[config.mk]
export PLATFORM = sky130hd
export DESIGN_NAME = utf8_to_utf16_validating_decoder
export DESIGN_NICKNAME = d
export VERILOG_FILES = /design/src/hdl/utf8d_pkg.sv /design/src/hdl/utf8d_core.sv /design/src/hdl/utf8d_obuf.sv /design/src/hdl/utf8_to_utf16_validating_decoder.sv
export SDC_FILE = /design/constraint.sdc
export NUM_CORES = 1
export LEC_CHECK = 0
export ABC_AREA = 1
export BUFFER_PORTS_ARGS = -buffer_cell sky130_fd_sc_hd__buf_2
export CAP_MARGIN = 20
export CELL_PAD_IN_SITES_DETAIL_PLACEMENT = 0
export CELL_PAD_IN_SITES_GLOBAL_PLACEMENT = 2
export CORE_ASPECT_RATIO = 0.9
export CORE_UTILIZATION = 30
export DETAILED_ROUTE_END_ITERATION = 10
export GPL_TIMING_DRIVEN = 0
export PLACE_DENSITY_LB_ADDON = 0.1
export SLEW_MARGIN = 30
export SYNTH_ARGS = -nofsm -noshare
export SYNTH_HDL_FRONTEND = slang
export SYNTH_SLANG_ARGS = --single-unit
[constraint.sdc]
create_clock -name clk -period 2.49 [get_ports clk]
set_clock_uncertainty 0.2 [all_clocks]
set_input_delay 0.249 -clock clk [delete_from_list [all_inputs] [get_ports clk]]
set_output_delay 0.249 -clock clk [all_outputs]
set_load 0.02 [all_outputs]
[src/hdl/utf8d_pkg.sv]
// Shared types and constants for the UTF-8 to UTF-16 validating decoder.
// No dependencies; imported by every module of the block.
`default_nettype none

package utf8d_pkg;

    localparam int unsigned MAX_BYTES = 1024;
    // byte counter saturates at MAX_BYTES + 1
    localparam int unsigned TOTAL_W   = $clog2(MAX_BYTES + 2);

    localparam logic [20:0] MIN_2BYTE   = 21'h00080;
    localparam logic [20:0] MIN_3BYTE   = 21'h00800;
    localparam logic [20:0] MIN_4BYTE   = 21'h10000;
    localparam logic [20:0] MAX_SCALAR  = 21'h10FFFF;
    localparam logic [20:0] SURR_LO     = 21'h0D800;
    localparam logic [20:0] SURR_HI     = 21'h0DFFF;
    localparam logic [20:0] BMP_MAX     = 21'h0FFFF;
    localparam logic [20:0] HIGH_SURR   = 21'h0D800;
    localparam logic [20:0] LOW_SURR    = 21'h0DC00;

    typedef enum logic [2:0] {
        ST_OK         = 3'd0,
        ST_BAD_LEAD   = 3'd1,
        ST_BAD_CONT   = 3'd2,
        ST_TRUNCATED  = 3'd3,
        ST_BAD_SCALAR = 3'd4,
        ST_TOO_LONG   = 3'd5
    } status_t;

    typedef struct packed {
        logic [7:0] in_byte;
        logic       final_byte;
    } src_t;

    typedef struct packed {
        logic [20:0] code_unit;
        logic        unit_valid;
        status_t     status;
        logic        end_of_run;
    } res_t;

    // up to two result words produced by one byte
    typedef struct packed {
        logic [1:0] count;
        res_t       item0;
        res_t       item1;
    } bundle_t;

endpackage

`default_nettype wire

[src/hdl/utf8d_core.sv]
// Per-byte decode: sequence state, validation and unit generation.
// Depends on utf8d_pkg; feeds utf8d_obuf with one bundle per accepted byte.
`default_nettype none

module utf8d_core (
    input  wire logic              clk,
    input  wire logic              rst_n,
    input  wire logic              wr_en,
    input  wire logic              wr_data,
    input  wire logic              accept,
    input  wire utf8d_pkg::src_t   src_data,
    output utf8d_pkg::bundle_t     bundle
);
    import utf8d_pkg::*;

    localparam logic [TOTAL_W-1:0] MAX_T = TOTAL_W'(MAX_BYTES);

    logic                wide_reg;
    logic [20:0]         accum_reg,    accum_next;
    logic [1:0]          expect_reg,   expect_next;
    logic [1:0]          tail_reg,     tail_next;
    logic [TOTAL_W-1:0]  total_reg,    total_next;
    status_t             err_reg,      err_next;
    logic                open_reg,     open_next;

    logic [7:0]  b;
    logic        fin_go;
    logic        fin_flag;
    logic [20:0] fin_s;
    logic [1:0]  fin_tail;
    logic        bad_scalar;
    logic [20:0] acc_sh;
    logic [19:0] v;
    logic [20:0] u0;
    logic [20:0] u1;
    logic [1:0]  nu;
    status_t     fin_status;

    assign b = src_data.in_byte;

    always_comb
    begin
        total_next  = (total_reg <= MAX_T) ? total_reg + 1'b1 : total_reg;
        accum_next  = accum_reg;
        expect_next = expect_reg;
        tail_next   = tail_reg;
        err_next    = err_reg;
        open_next   = open_reg;
        fin_go      = 1'b0;
        fin_flag    = open_reg;
        fin_s       = '0;
        fin_tail    = '0;
        acc_sh      = {accum_reg[14:0], b[5:0]};

        if (expect_reg == 2'd0)
        begin
            priority if (b != 8'h00 && !b[7])
            begin
                fin_go = 1'b1;
                fin_s  = {13'd0, b};
            end
            else if (b >= 8'hC2 && b <= 8'hDF)
            begin
                accum_next  = {16'd0, b[4:0]};
                expect_next = 2'd1;
                tail_next   = 2'd1;
            end
            else if (b >= 8'hE0 && b <= 8'hEF)
            begin
                accum_next  = {17'd0, b[3:0]};
                expect_next = 2'd2;
                tail_next   = 2'd2;
            end
            else if (b >= 8'hF0 && b <= 8'hF4)
            begin
                accum_next  = {18'd0, b[2:0]};
                expect_next = 2'd3;
                tail_next   = 2'd3;
            end
            else
            begin
                if (err_reg == ST_OK)
                    err_next = ST_BAD_LEAD;
            end
        end
        else
        begin
            // position decides length; a bad tail byte is only flagged
            open_next   = open_reg | (b[7:6] != 2'b10);
            accum_next  = acc_sh;
            expect_next = expect_reg - 2'd1;
            if (expect_next == 2'd0)
            begin
                fin_go     = 1'b1;
                fin_s      = acc_sh;
                fin_tail   = tail_reg;
                fin_flag   = open_next;
                accum_next = '0;
                tail_next  = '0;
            end
        end

        bad_scalar = (fin_tail == 2'd1 && fin_s < MIN_2BYTE)
                  || (fin_tail == 2'd2 && fin_s < MIN_3BYTE)
                  || (fin_tail == 2'd3 && fin_s < MIN_4BYTE)
                  || (fin_s > MAX_SCALAR)
                  || (fin_s >= SURR_LO && fin_s <= SURR_HI);

        v  = 20'(fin_s - MIN_4BYTE);
        u0 = fin_s;
        u1 = '0;
        nu = 2'd0;

        if (fin_go)
        begin
            priority if (fin_flag)
            begin
                open_next = 1'b0;
                if (err_next == ST_OK)
                    err_next = ST_BAD_CONT;
            end
            else if (bad_scalar)
            begin
                if (err_next == ST_OK)
                    err_next = ST_BAD_SCALAR;
            end
            else if (err_reg != ST_OK || total_next > MAX_T)
            begin
                nu = 2'd0;
            end
            else if (!wide_reg && fin_s > BMP_MAX)
            begin
                u0 = HIGH_SURR + {11'd0, v[19:10]};
                u1 = LOW_SURR + {11'd0, v[9:0]};
                nu = 2'd2;
            end
            else
            begin
                nu = 2'd1;
            end
        end

        priority if (total_next > MAX_T)
            fin_status = ST_TOO_LONG;
        else if (err_next != ST_OK)
            fin_status = err_next;
        else if (expect_next != 2'd0)
            fin_status = ST_TRUNCATED;
        else
            fin_status = ST_OK;

        bundle.item0.code_unit  = u0;
        bundle.item0.unit_valid = 1'b1;
        bundle.item0.status     = ST_OK;
        bundle.item0.end_of_run = 1'b0;
        bundle.item1.code_unit  = u1;
        bundle.item1.unit_valid = 1'b1;
        bundle.item1.status     = ST_OK;
        bundle.item1.end_of_run = 1'b0;
        bundle.count            = nu;

        if (src_data.final_byte)
        begin
            if (nu == 2'd0)
            begin
                bundle.count            = 2'd1;
                bundle.item0.code_unit  = '0;
                bundle.item0.unit_valid = 1'b0;
            end
            if (nu == 2'd2)
            begin
                bundle.item1.status     = fin_status;
                bundle.item1.end_of_run = 1'b1;
            end
            else
            begin
                bundle.item0.status     = fin_status;
                bundle.item0.end_of_run = 1'b1;
            end
        end
    end

    always_ff @(posedge clk or negedge rst_n)
    begin
        if (!rst_n)
            wide_reg <= 1'b0;
        else if (wr_en)
            wide_reg <= wr_data;
    end

    always_ff @(posedge clk or negedge rst_n)
    begin
        if (!rst_n)
        begin
            accum_reg  <= '0;
            expect_reg <= '0;
            tail_reg   <= '0;
            total_reg  <= '0;
            err_reg    <= ST_OK;
            open_reg   <= 1'b0;
        end
        else if (accept)
        begin
            if (src_data.final_byte)
            begin
                accum_reg  <= '0;
                expect_reg <= '0;
                tail_reg   <= '0;
                total_reg  <= '0;
                err_reg    <= ST_OK;
                open_reg   <= 1'b0;
            end
            else
            begin
                accum_reg  <= accum_next;
                expect_reg <= expect_next;
                tail_reg   <= tail_next;
                total_reg  <= total_next;
                err_reg    <= err_next;
                open_reg   <= open_next;
            end
        end
    end

endmodule

`default_nettype wire

[src/hdl/utf8d_obuf.sv]
// Two-entry result buffer: holds one byte's words, drains one a cycle on res_ready.
// Depends on utf8d_pkg; loaded by utf8d_core bundles.
`default_nettype none

module utf8d_obuf (
    input  wire logic                 clk,
    input  wire logic                 rst_n,
    input  wire logic                 load,
    input  wire utf8d_pkg::bundle_t   bundle,
    output logic                      src_ready,
    output logic                      res_valid,
    input  wire logic                 res_ready,
    output utf8d_pkg::res_t           res_data
);
    import utf8d_pkg::*;

    logic [1:0] cnt_reg, cnt_next;
    res_t       slot0_reg;
    res_t       slot1_reg;
    logic       pop;

    assign res_valid = (cnt_reg != 2'd0);
    assign res_data  = slot0_reg;
    assign pop       = res_valid && res_ready;
    // room for a new bundle once the buffer is empty or empties this cycle
    assign src_ready = (cnt_reg == 2'd0) || (cnt_reg == 2'd1 && res_ready);

    always_comb
    begin
        if (load)
            cnt_next = bundle.count;
        else if (pop)
            cnt_next = cnt_reg - 2'd1;
        else
            cnt_next = cnt_reg;
    end

    always_ff @(posedge clk or negedge rst_n)
    begin
        if (!rst_n)
            cnt_reg <= '0;
        else
            cnt_reg <= cnt_next;
    end

    always_ff @(posedge clk)
    begin
        if (load)
        begin
            slot0_reg <= bundle.item0;
            slot1_reg <= bundle.item1;
        end
        else if (pop)
        begin
            slot0_reg <= slot1_reg;
        end
    end

endmodule

`default_nettype wire

[src/hdl/utf8_to_utf16_validating_decoder.sv]
// Top level of the UTF-8 to UTF-16 validating decoder.
// Depends on utf8d_pkg, utf8d_core and utf8d_obuf.
//
//  channel | direction | handshake              | word
//  --------+-----------+------------------------+------------------------------
//  src     | in        | src_valid / src_ready  | in_byte, final_byte
//  res     | out       | res_valid / res_ready  | code_unit, unit_valid, status,
//          |           |                        | end_of_run
//  cfg     | in        | wr_en (no wait)        | wr_data = wide_output
//
// One byte is accepted per cycle while src_ready is high; its result words appear
// in the next cycle. A byte that completes a surrogate pair yields two words, which
// the two-entry buffer drains one per cycle while res_ready is high, so src_ready
// drops. Reset needs no clearing pass. src_ready is high only when the buffer
// is empty or its last word leaves this cycle, so a stalled res side holds it low.
`default_nettype none

module utf8_to_utf16_validating_decoder (
    input  wire logic               clk,
    input  wire logic               rst_n,
    input  wire logic               wr_en,
    input  wire logic               wr_data,
    input  wire logic               src_valid,
    output logic                    src_ready,
    input  wire utf8d_pkg::src_t    src_data,
    output logic                    res_valid,
    input  wire logic               res_ready,
    output utf8d_pkg::res_t         res_data
);
    import utf8d_pkg::*;

    logic    accept;
    bundle_t bundle;

    assign accept = src_valid && src_ready;

    utf8d_core u_core (
        .clk      (clk),
        .rst_n    (rst_n),
        .wr_en    (wr_en),
        .wr_data  (wr_data),
        .accept   (accept),
        .src_data (src_data),
        .bundle   (bundle)
    );

    utf8d_obuf u_obuf (
        .clk       (clk),
        .rst_n     (rst_n),
        .load      (accept),
        .bundle    (bundle),
        .src_ready (src_ready),
        .res_valid (res_valid),
        .res_ready (res_ready),
        .res_data  (res_data)
    );

endmodule

`default_nettype wire
==> metrics, run 1 <==
Final min period 2803 ps; Fin Setup TNS -8854 ps; reg2reg end u_obuf.res_data[16]; vias in the first global route between 4000 and 5000; Avg Vias per Cell 4.867; Antenna Cells 0; worst setup margin -313.2 ps; hold_sp src_data[1]; H-tree depth 3; Top-Level Pins between 40 and 50; Die Ht between 100 and 150 um; Most used DFF post-synth edfxtp_1; WS Path Type flop to flop; Post-Syn Instances 608; HPWL after DPL roughly 11000 um; final WL between 10000 and 15000 um; average size of a mapped cell 7.701 um2; DRT iter0 DRCs ~330; Hold Path Stages 3; power per cell area 1133 nW/um2; Worst Path Arrival roughly 2700 ps; Hold/Removal Path Class input port to flop; CTS Sinks 78; max reg flops 26; Worst setup SP type flop; core area roughly 15000 um2; Vias around 4400; simple-gate share of the synthesized area 0.3381; Yosys top cell area share 0.2630; Die ar. around 16000 um2; layout overhead on the synthesized area 34.26%; Peak VDD IR approximately 0.51 mV; row count 42; CP max stage delay roughly 510 ps; async set-reset flop share out of synthesis 0.4744; I/O Buffers 42; Netlist cell types 39; Routed WL per cell 16.36 um; nets roughly 700; Yosys reg bits 78; initial antenna violation count 0; Initial Util 0.3126; Period Utilization, post-route 1.126; Crit path required time around 2400 ps; Critical Path End Type flop; largest family of logic cells by synthesized area simple AND/OR/NAND/NOR gates; post-synthesis mux area share 0; worst r2r src u_core.expect_reg[0]; area leader, netlist edfxtp_1; Hold EP u_core.accum_reg[0]; CP Max Fanout 5; final-report max-slew violation count 0; drt drc 0; Inserted Clock Buffers 9; GP Congestion approximately 0.83; slowest CP cell dfrtp_2; Rel. slew slack 0.6046; first-pass GRT wire length 22710 um; top-count cell post-synth nand2_1; setup repair after global routing missed its margin yes; Reg2Reg Setup Slack -310 ps; Max Cap Violations 0; GR Overflow Total 0; layout cells sized above 1 0.3181; Die Wd about 130 um; TritonCTS clock tree yes; pin count of the biggest net entering global routing 38; Synth Area in XOR/XNOR 0.01122; status complete, but fails checks; static leakage ~2.9 nW; Bufs on Longest Clock Path 2; Cell Area, Synth roughly 4700 um2; Post-synth EDFFs 41; Synth Area in Adders 0.01603; post-synthesis compound-gate area fraction 0.07990; Overall Global Routing Usage 0.1885; DRT Pass-1 Iters 4; worst-skew pair later-pin latency 350 ps; sequential area share after synthesis 0.4607; setup violators final 40; Commonest cells post-synth nand2_1 (156), inv_1 (80), nor2_1 (67); CP cell instances nand2_8 > nor2_4 > inv_1 > ha_4 > nand4_1 > nor3_2 > nand4_1 > a21boi_2 > nor2_4 > nand3_4 > buf_2 > o21ai_1 > nand3_1 > nand2_1; clock slew at reported path FFs roughly 60 ps; Worst-Margin Slew between 500 and 600 ps; synth warn 0; clock root cell clkbuf_16; Final ANT Viol Nets 0; top post-synthesis cells by area edfxtp_1 (26%), dfrtp_1 (20%), nand2_1 (13%); Final Hold Viols 0; violated checks setup timing; fmax 356.7 MHz; R2R cell count 14; final core occ 0.4197
report_power, final:
group | internal [mW] | switching (mW)
Combinational | 1.27 | 2.32
Clock | 0.887 | 0.570
Sequential | 1.82 | 0.255
critical path, delay by kind of cell, from the launching register on:
kind / cells / cell delay [ps]
compound gates: 2 / 330
buf+inv: 2 / 310
flops: 1 / 510
fa+ha+maj: 1 / 150
simple gates: 9 / 1050
layer usage:
layer / global-route usage / vias to the layer above / wire [um]
li1: - / 2174 / -
met1: 0.2779 / 2094 / 7579
met2: 0.2731 / 98 / 6391
met3: 0.04612 / 9 / 604
met4: 0.04616 / 0 / 133
met5: 0 / - / 0
logic make-up after synthesis:
kind of cell | count (synthesis)
other cells | 1
flops | 78
simple gates | 348
compound gates | 64
buf+inv | 105
fa+ha+maj | 6
xor+xnor | 6
layout by cell type (no fill, tap or decap), types with 5 or more instances in the layout:
| cell | netlist | layout |
|---|---|---|
| a21oi_1 | 12 | 6 |
| a21oi_2 | 1 | 6 |
| and3_1 | 6 | 5 |
| buf_2 | 2 | 42 |
| buf_4 | 0 | 23 |
| buf_6 | 5 | 12 |
| clkbuf_1 | 10 | 8 |
| clkbuf_16 | 0 | 9 |
| dfrtp_1 | 37 | 34 |
| edfxtp_1 | 41 | 41 |
| inv_1 | 80 | 75 |
| inv_2 | 7 | 9 |
| nand2_1 | 156 | 125 |
| nand2_2 | 6 | 28 |
| nand2_4 | 2 | 11 |
| nand3_1 | 66 | 51 |
| nand3_2 | 4 | 12 |
| nand3_4 | 0 | 7 |
| nand4_1 | 11 | 11 |
| nor2_1 | 67 | 50 |
| nor2_2 | 7 | 8 |
| nor2_4 | 4 | 20 |
| nor3_1 | 12 | 6 |
| nor3_2 | 4 | 9 |
| o21ai_0 | 24 | 23 |
| o22ai_1 | 13 | 13 |
| xor2_1 | 5 | 5 |
how the worst max path moves through the flow:
stage / from / end / cells past startpoint
floorplan: u_core.total_reg[0] / u_obuf.res_data[9] / 21
global placement: src_data[3] / u_obuf.res_data[7] / 19
detailed placement: src_data[2] / u_obuf.res_data[7] / 19
CTS: u_core.total_reg[0] / u_obuf.res_data[7] / 21
global route: u_core.total_reg[0] / u_obuf.res_data[7] / 21
finish: u_core.expect_reg[0] / u_obuf.res_data[16] / 14
layout make-up:
| type | count | area (um2) |
|---|---|---|
| well taps | 198 | 247.7 |
| fillers | 1557 | 8691 |
| plain buffers | 17 | 122.6 |
| multi-input cells | 428 | 2597 |
| inverters | 88 | 345.3 |
| repair buffers | 74 | 489.2 |
| clock inverters | 6 | 93.84 |
| clock buffers | 10 | 229.0 |
| flip-flops and latches | 78 | 2161 |
metrics by stage:
step / std cells / power (mW) / hold WS, ps / instance area, um2 / worst slack (ps)
final: 899 / 7.122 / 18.89 / 6286 / -313.2
after global routing: 899 / 7.587 / 35.60 / 6286 / -467.4
after CTS: 888 / 6.651 / 5.733 / 5879 / -381.2
after detailed placement: 850 / 4.805 / 253.3 / 5223 / -743.2
after global placement: 850 / 4.825 / 245.3 / 5221 / -716.8
after floorplan: 610 / 4.012 / -246.6 / 4763 / -182.6
repair_timing:
| action | in CTS | in global routing |
|---|---|---|
| gates cloned | 3 | 2 |
| hold buffers | 3 | 0 |
| endpoints found under the hold margin | 38 | 0 |
| buffers inserted | 16 | 9 |
| pin swaps | 28 | 44 |
| endpoints found under the setup margin | 60 | 53 |
| gates resized for setup | 51 | 80 |
(Power assumes the default switching activity.)
==> run 2: changes to the inputs <==
--- a/config.mk
+++ b/config.mk
@@ -19,3 +19,4 @@
 export SYNTH_ARGS = -nofsm -noshare
 export SYNTH_HDL_FRONTEND = slang
 export SYNTH_SLANG_ARGS = --single-unit
+export TNS_END_PERCENT = 1
==> metrics, run 2 (synthesis gave the netlist of run 1 again) <==
static leakage 2.787 nW (was 2.856 nW); slowest CP cell dfrtp_2 (unchanged); worst r2r src u_core.total_reg[0] (was u_core.expect_reg[0]); Final Hold Viols 0 (unchanged); clock slew at reported path FFs 70 ps (was 60 ps); Overall Global Routing Usage 0.1899 (was 0.1885); Rel. slew slack 0.6259 (was 0.6046); layout overhead on the synthesized area 31.53% (was 34.26%); Period Utilization, post-route 1.117 (was 1.126); commonest non-fill, non-tap cells in the layout nand2_1 (119), inv_1 (74), nand3_1 (54), nor2_1 (50), buf_2 (43) (was nand2_1 (125), inv_1 (75), nand3_1 (51), nor2_1 (50), buf_2 (42)); CP max stage delay 410 ps (was 510 ps); DRT iter0 DRCs 244 (was 328); max reg flops 26 (unchanged); H-tree depth 3 (unchanged); worst setup margin -292.4 ps (was -313.2 ps); final-report max-slew violation count 0 (unchanged); R2R cell count 20 (was 14); CP startpoint u_core.total_reg[0] (was u_core.expect_reg[0]); Crit path required time 2510 ps (was 2390 ps); CP cell instances inv_2 > ha_4 > nand3_4 > nor2_4 > nand2_4 > nand2_4 > buf_6 > nand2_4 > nand2_2 > nand2_2 > nor2_4 > nand3_2 > nand2_2 > nand2_4 > nor2_1 > nand2_4 > nand3_4 > buf_6 > nand3_1 > nand2_1 (was nand2_8 > nor2_4 > inv_1 > ha_4 > nand4_1 > nor3_2 > nand4_1 > a21boi_2 > nor2_4 > nand3_4 > buf_2 > o21ai_1 > nand3_1 > nand2_1); Initial Util 0.3126 (unchanged); most frequent CP cell nand2_4; post-placement setup slack -787.4 ps (was -743.2 ps); reg2reg end u_obuf.res_data[11] (was u_obuf.res_data[16]); Peak VDD IR 0.4606 mV (was 0.5147 mV); first-pass GRT wire length 23190 um (was 22710 um); fmax 359.4 MHz (was 356.7 MHz); drt drc 0 (unchanged); Vias 4317 (was 4375); vias in the first global route 4250 (was 4014); Hold/Removal Path Class input port to flop (unchanged); layout cells sized above 1 0.3152 (was 0.3181); # fillers 1593 (was 1557); CP Max Fanout 10 (was 5); HPWL after DPL 10770 um (was 10500 um); worst hold slack 23.09 ps (was 18.89 ps); Die Ht 120.5 um (unchanged); setup repair after global routing missed its margin yes (unchanged); Die ar. 16110 um2 (unchanged); Routed WL per cell 16.08 um (was 16.36 um); I/O Buffers 42 (unchanged); core area 14980 um2 (unchanged); status complete, but fails checks (unchanged); nets 714 (was 717); Worst Path Arrival 2800 ps (was 2700 ps); violated checks setup timing (unchanged); Worst setup SP type flop (unchanged); Final ANT Viol Nets 0 (unchanged); Reg2Reg Setup Slack -290 ps (was -310 ps); Antenna Cells 0 (unchanged); final core occ 0.4112 (was 0.4197); GP Congestion 0.8250 (was 0.8341); DRT Pass-1 Iters 4 (unchanged); Die Wd 133.7 um (unchanged); pin count of the biggest net entering global routing 38 (unchanged); setup violators final 40 (unchanged); Top-Level Pins 43 (unchanged); WS Path Type flop to flop (unchanged); Inserted Clock Buffers 9 (unchanged); final WL 14410 um (was 14710 um); TritonCTS clock tree yes (unchanged); Max Cap Violations 0 (unchanged); CTS Sinks 78 (unchanged); Avg Vias per Cell 4.818 (was 4.867); initial antenna violation count 0 (unchanged); Worst-Margin Slew 555.3 ps (was 593.1 ps); worst-skew pair later-pin latency 360 ps (was 350 ps); Final min period 2782 ps (was 2803 ps); GR Overflow Total 0 (unchanged); Critical Path End Type flop (unchanged); Bufs on Longest Clock Path 2 (unchanged); power per cell area 1129 nW/um2 (was 1133 nW/um2); row count 42 (unchanged); commonest non-fill, non-tap cell in the layout nand2_1 (unchanged); Hold Path Stages 3 (unchanged); clock root cell clkbuf_16 (unchanged); CP Capture Point u_obuf.res_data[11] (was u_obuf.res_data[16])
run 2: changes by cell type in the layout (fill, tap and decap cells not counted), moves of 4 or more:
cell,change
nor2_2,+5
nand2_1,-6
nand2_2,+8
nor2_4,-5
buf_6,-4
run 2: power breakdown:
group	internal, mW	total [mW]	leakage [nW]	switching (mW)
logic	1.21	3.50	1.74	2.29
registers	1.82	2.07	0.896	0.247
clock network	0.791	1.38	0.148	0.592
total	3.83	6.96	2.79	3.13
run 2: through the flow:
stage | power (mW) | instances | cell area (um2) | setup TNS, ps
2_1_floorplan | 3.939 | 610 | 4690 | -3076
3_3_place_gp | 4.765 | 850 | 5147 | -36840
3_5_place_dp | 4.758 | 850 | 5149 | -28900
4_1_cts | 6.620 | 888 | 5836 | -9605
5_1_grt | 7.439 | 896 | 6158 | -14730
6_report | 6.956 | 896 | 6158 | -8708
run 2: final cells by class:
type | count | area (um2) | area share
multi-input combinational | 428 | 2535 | 0.4116
sequential | 78 | 2162 | 0.3511
timing repair buffer | 71 | 449.2 | 0.07294
inverter | 88 | 345.3 | 0.05607
tap | 198 | 247.7 | 0.04023
clock buffer | 9 | 225.2 | 0.03657
buffer | 17 | 113.9 | 0.01849
clock inverter | 7 | 80.08 | 0.01300
run 2: timing repair:
item	in CTS	in global routing
cloned	3	2
pin swaps	27	42
buffers inserted	15	6
hold buffers	4	0
gates resized for setup	59	78
hold endpoints to repair	39	0
endpoints found under the setup margin	46	68
run 2: worst min-delay path by stage:
stage,from,endpoint
6_report,src_data[3],u_core.accum_reg[2]
5_1_grt,src_data[6],u_core.accum_reg[5]
4_1_cts,src_data[3],u_core.accum_reg[2]
3_5_place_dp,rst_n,u_core.total_reg[5]
3_3_place_gp,rst_n,u_core.total_reg[4]
2_1_floorplan,rst_n,u_core.accum_reg[0]
run 2: worst max-delay path: cells and delay by family (launching register included):
family                   cells  cell delay (ps)
AND/OR/NAND/NOR             16             1510
flip-flops                   1              410
buffers and inverters        3              370
adder cells (fa/ha/maj)      1              140
run 2: layer usage:
metal | global-route usage | vias to the layer above | part of all wire
met1 | 0.2837 | 2028 | 0.51
li1 | - | 2173 | -
met2 | 0.2741 | 99 | 0.43
met4 | 0.05753 | 0 | 0.014
met5 | 0 | - | 0
met3 | 0.03564 | 17 | 0.045
==> run 3: changes to the inputs <==
--- a/config.mk
+++ b/config.mk
@@ -10,8 +10,8 @@
 export CAP_MARGIN = 20
 export CELL_PAD_IN_SITES_DETAIL_PLACEMENT = 0
 export CELL_PAD_IN_SITES_GLOBAL_PLACEMENT = 2
-export CORE_ASPECT_RATIO = 0.9
-export CORE_UTILIZATION = 30
+export CORE_ASPECT_RATIO = 1.25
+export CORE_UTILIZATION = 32
 export DETAILED_ROUTE_END_ITERATION = 10
 export GPL_TIMING_DRIVEN = 0
 export PLACE_DENSITY_LB_ADDON = 0.1
==> constraint.sdc (replaced) <==
create_clock -name clk -period 2.49 [get_ports clk]
set_clock_uncertainty 0.2 [all_clocks]
set_input_delay 0.249 -clock clk [delete_from_list [all_inputs] [get_ports clk]]
set_output_delay 0.249 -clock clk [all_outputs]
set_load 0.01 [all_outputs]
==> metrics, run 3 (synthesis gave the netlist of run 1 again) <==
CP Max Fanout 7 (was 10); layout overhead on the synthesized area 27.53% (was 31.53%); Bufs on Longest Clock Path 2 (unchanged); setup repair after global routing missed its margin yes (unchanged); post-placement setup slack -778.3 ps (was -787.4 ps); Max Cap Violations 0 (unchanged); crit path buf inv count 2 (was 3); Worst-Margin Slew 558.0 ps (was 555.3 ps); Peak VDD IR 0.5334 mV (was 0.4606 mV); Period Utilization, post-route 1.120 (was 1.117); Reg2Reg Setup Slack -300 ps (was -290 ps); Hold EP u_core.accum_reg[2] (unchanged); Worst setup SP type flop (unchanged); layout cells sized above 1 0.2712 (was 0.3152); Non-Filler Instances 875 (was 896); Critical Path End Type flop (unchanged); Final ANT Viol Nets 0 (unchanged); max reg flops 26 (unchanged); setup violators final 41 (was 40); worst r2r src u_core.expect_reg[0] (was u_core.total_reg[0]); Final min period 2790 ps (was 2782 ps); reg2reg end u_obuf.res_data[2] (was u_obuf.res_data[11]); nets 713 (was 714); DRT iter0 DRCs 162 (was 244); power per cell area 1106 nW/um2 (was 1129 nW/um2); Worst Path Arrival 2700 ps (was 2800 ps); clock root cell clkbuf_16 (unchanged); core area 14350 um2 (was 14980 um2); first-pass GRT wire length 23160 um (was 23190 um); R2R cell count 14 (was 20); Die Wd 110.2 um (was 133.7 um); DRT Pass-1 Iters 4 (unchanged); row count 49 (was 42); GR Overflow Total 0 (unchanged); CTS Sinks 78 (unchanged); CP max stage delay 460 ps (was 410 ps); Rel. slew slack 0.6240 (was 0.6259); fmax 358.5 MHz (was 359.4 MHz); slowest CP cell dfrtp_2 (unchanged); placed cells 831 (was 850); commonest non-fill, non-tap cell in the layout nand2_1 (unchanged); violated checks setup timing (unchanged); GP Congestion 0.8695 (was 0.8250); final-report max-slew violation count 0 (unchanged); Fin Setup TNS -8547 ps (was -8708 ps); HPWL after DPL 11050 um (was 10770 um); Crit path required time 2400 ps (was 2510 ps); Die Ht 137.2 um (was 120.5 um); Avg Vias per Cell 4.943 (was 4.818); Overall Global Routing Usage 0.2134 (was 0.1899); Top delay family on crit path simple AND/OR/NAND/NOR gates (unchanged); drt drc 0 (unchanged); initial antenna violation count 0 (unchanged); final WL 14900 um (was 14410 um); Initial Util 0.3264 (was 0.3126); worst-skew pair later-pin latency 360 ps (about the same); Routed WL per cell 17.02 um (was 16.08 um); Die ar. 15120 um2 (was 16110 um2); vias in the first global route 4313 (was 4250); H-tree depth 3 (unchanged); TritonCTS clock tree yes (unchanged); hold_sp src_data[3] (unchanged); worst setup margin -299.7 ps (was -292.4 ps); status complete, but fails checks (unchanged); Inserted Clock Buffers 9 (unchanged); clock slew at reported path FFs 60 ps (was 70 ps); static leakage 2.755 nW (was 2.787 nW); WS Path Type flop to flop (unchanged); worst hold slack 27.46 ps (was 23.09 ps); Hold/Removal Path Class input port to flop (unchanged); I/O Buffers 42 (unchanged); placed cell areas 5144 um2 (was 5149 um2); Vias 4325 (was 4317); Hold Path Stages 3 (unchanged); CP cell instances inv_2 > nand2_2 > nor2_1 > a21oi_4 > nand3_2 > nor2_2 > nand4_1 > a21oi_2 > nand3_4 > nor2_4 > buf_6 > nor2_4 > nand3_2 > nand2_1 (was inv_2 > ha_4 > nand3_4 > nor2_4 > nand2_4 > nand2_4 > buf_6 > nand2_4 > nand2_2 > nand2_2 > nor2_4 > nand3_2 > nand2_2 > nand2_4 > nor2_1 > nand2_4 > nand3_4 > buf_6 > nand3_1 > nand2_1); Design Area, Final 5971 um2 (was 6158 um2); Top-Level Pins 43 (unchanged); Antenna Cells 0 (unchanged); pin count of the biggest net entering global routing 28 (was 38); commonest non-fill, non-tap cells in the layout nand2_1 (134), inv_1 (75), nand3_1 (57), nor2_1 (54), buf_2 (44) (was nand2_1 (119), inv_1 (74), nand3_1 (54), nor2_1 (50), buf_2 (43)); Final Hold Viols 0 (unchanged)
## run 3: worst max-delay path by stage
stage                               startpoint  cells past startpoint             endpoint  slack (ps)
after floorplan            u_core.total_reg[0]                     21   u_obuf.res_data[9]        -190
after global placement     u_core.total_reg[0]                     21   u_obuf.res_data[7]        -800
after detailed placement   u_core.total_reg[0]                     21   u_obuf.res_data[9]        -780
after CTS                  u_core.total_reg[0]                     21   u_obuf.res_data[9]        -400
after global routing      u_core.expect_reg[1]                     16  u_obuf.res_data[11]        -460
final                     u_core.expect_reg[0]                     14   u_obuf.res_data[2]        -300
## run 3: worst register-to-register path: stages (launching register included)
cell and delay (ps):
dfrtp_2 460, inv_2 110, nand2_2 170, nor2_1 100, a21oi_4 180, nand3_2 100
nor2_2 170, nand4_1 160, a21oi_2 270, nand3_4 140, nor2_4 170, buf_6 160
nor2_4 50, nand3_2 80, nand2_1 40
## run 3: what timing repair did
item,4_1_cts,5_1_grt
cloned,3,0
setup buffers,12,8
hold buffers,5,0
pin swaps,23,26
setup endpoints to repair,53,68
endpoints found under the hold margin,40,0
gates resized for setup,49,41
## run 3: layout make-up
class / count / area (um2)
clock buffers: 10 / 229.0
multi-input cells: 427 / 2380
inverters: 88 / 340.3
repair buffers: 71 / 457.9
fillers: 1570 / 8376
flip-flops and latches: 78 / 2161
clock inverters: 6 / 67.56
well taps: 178 / 222.7
plain buffers: 17 / 112.6
## run 3: metrics by stage
step	utilization	power [mW]
6_report	0.4162	6.604
2_1_floorplan	-	3.803
3_3_place_gp	0.3571	4.643
3_5_place_dp	0.3585	4.663
4_1_cts	0.4029	6.428
5_1_grt	0.4162	7.083
## run 3: where the power goes
part / total, mW / switching [mW] / internal (mW)
logic: 3.19 / 2.08 / 1.11
registers: 2.05 / 0.233 / 1.82
clock network: 1.36 / 0.576 / 0.784
total: 6.60 / 2.89 / 3.72
## run 3: per-layer routing
metal,up-vias,wire length [um],global-route usage
li1,2165,-,-
met1,2049,5988,0.2339
met2,76,7904,0.3861
met3,35,290,0.02554
met4,0,712,0.1330
met5,-,0,0
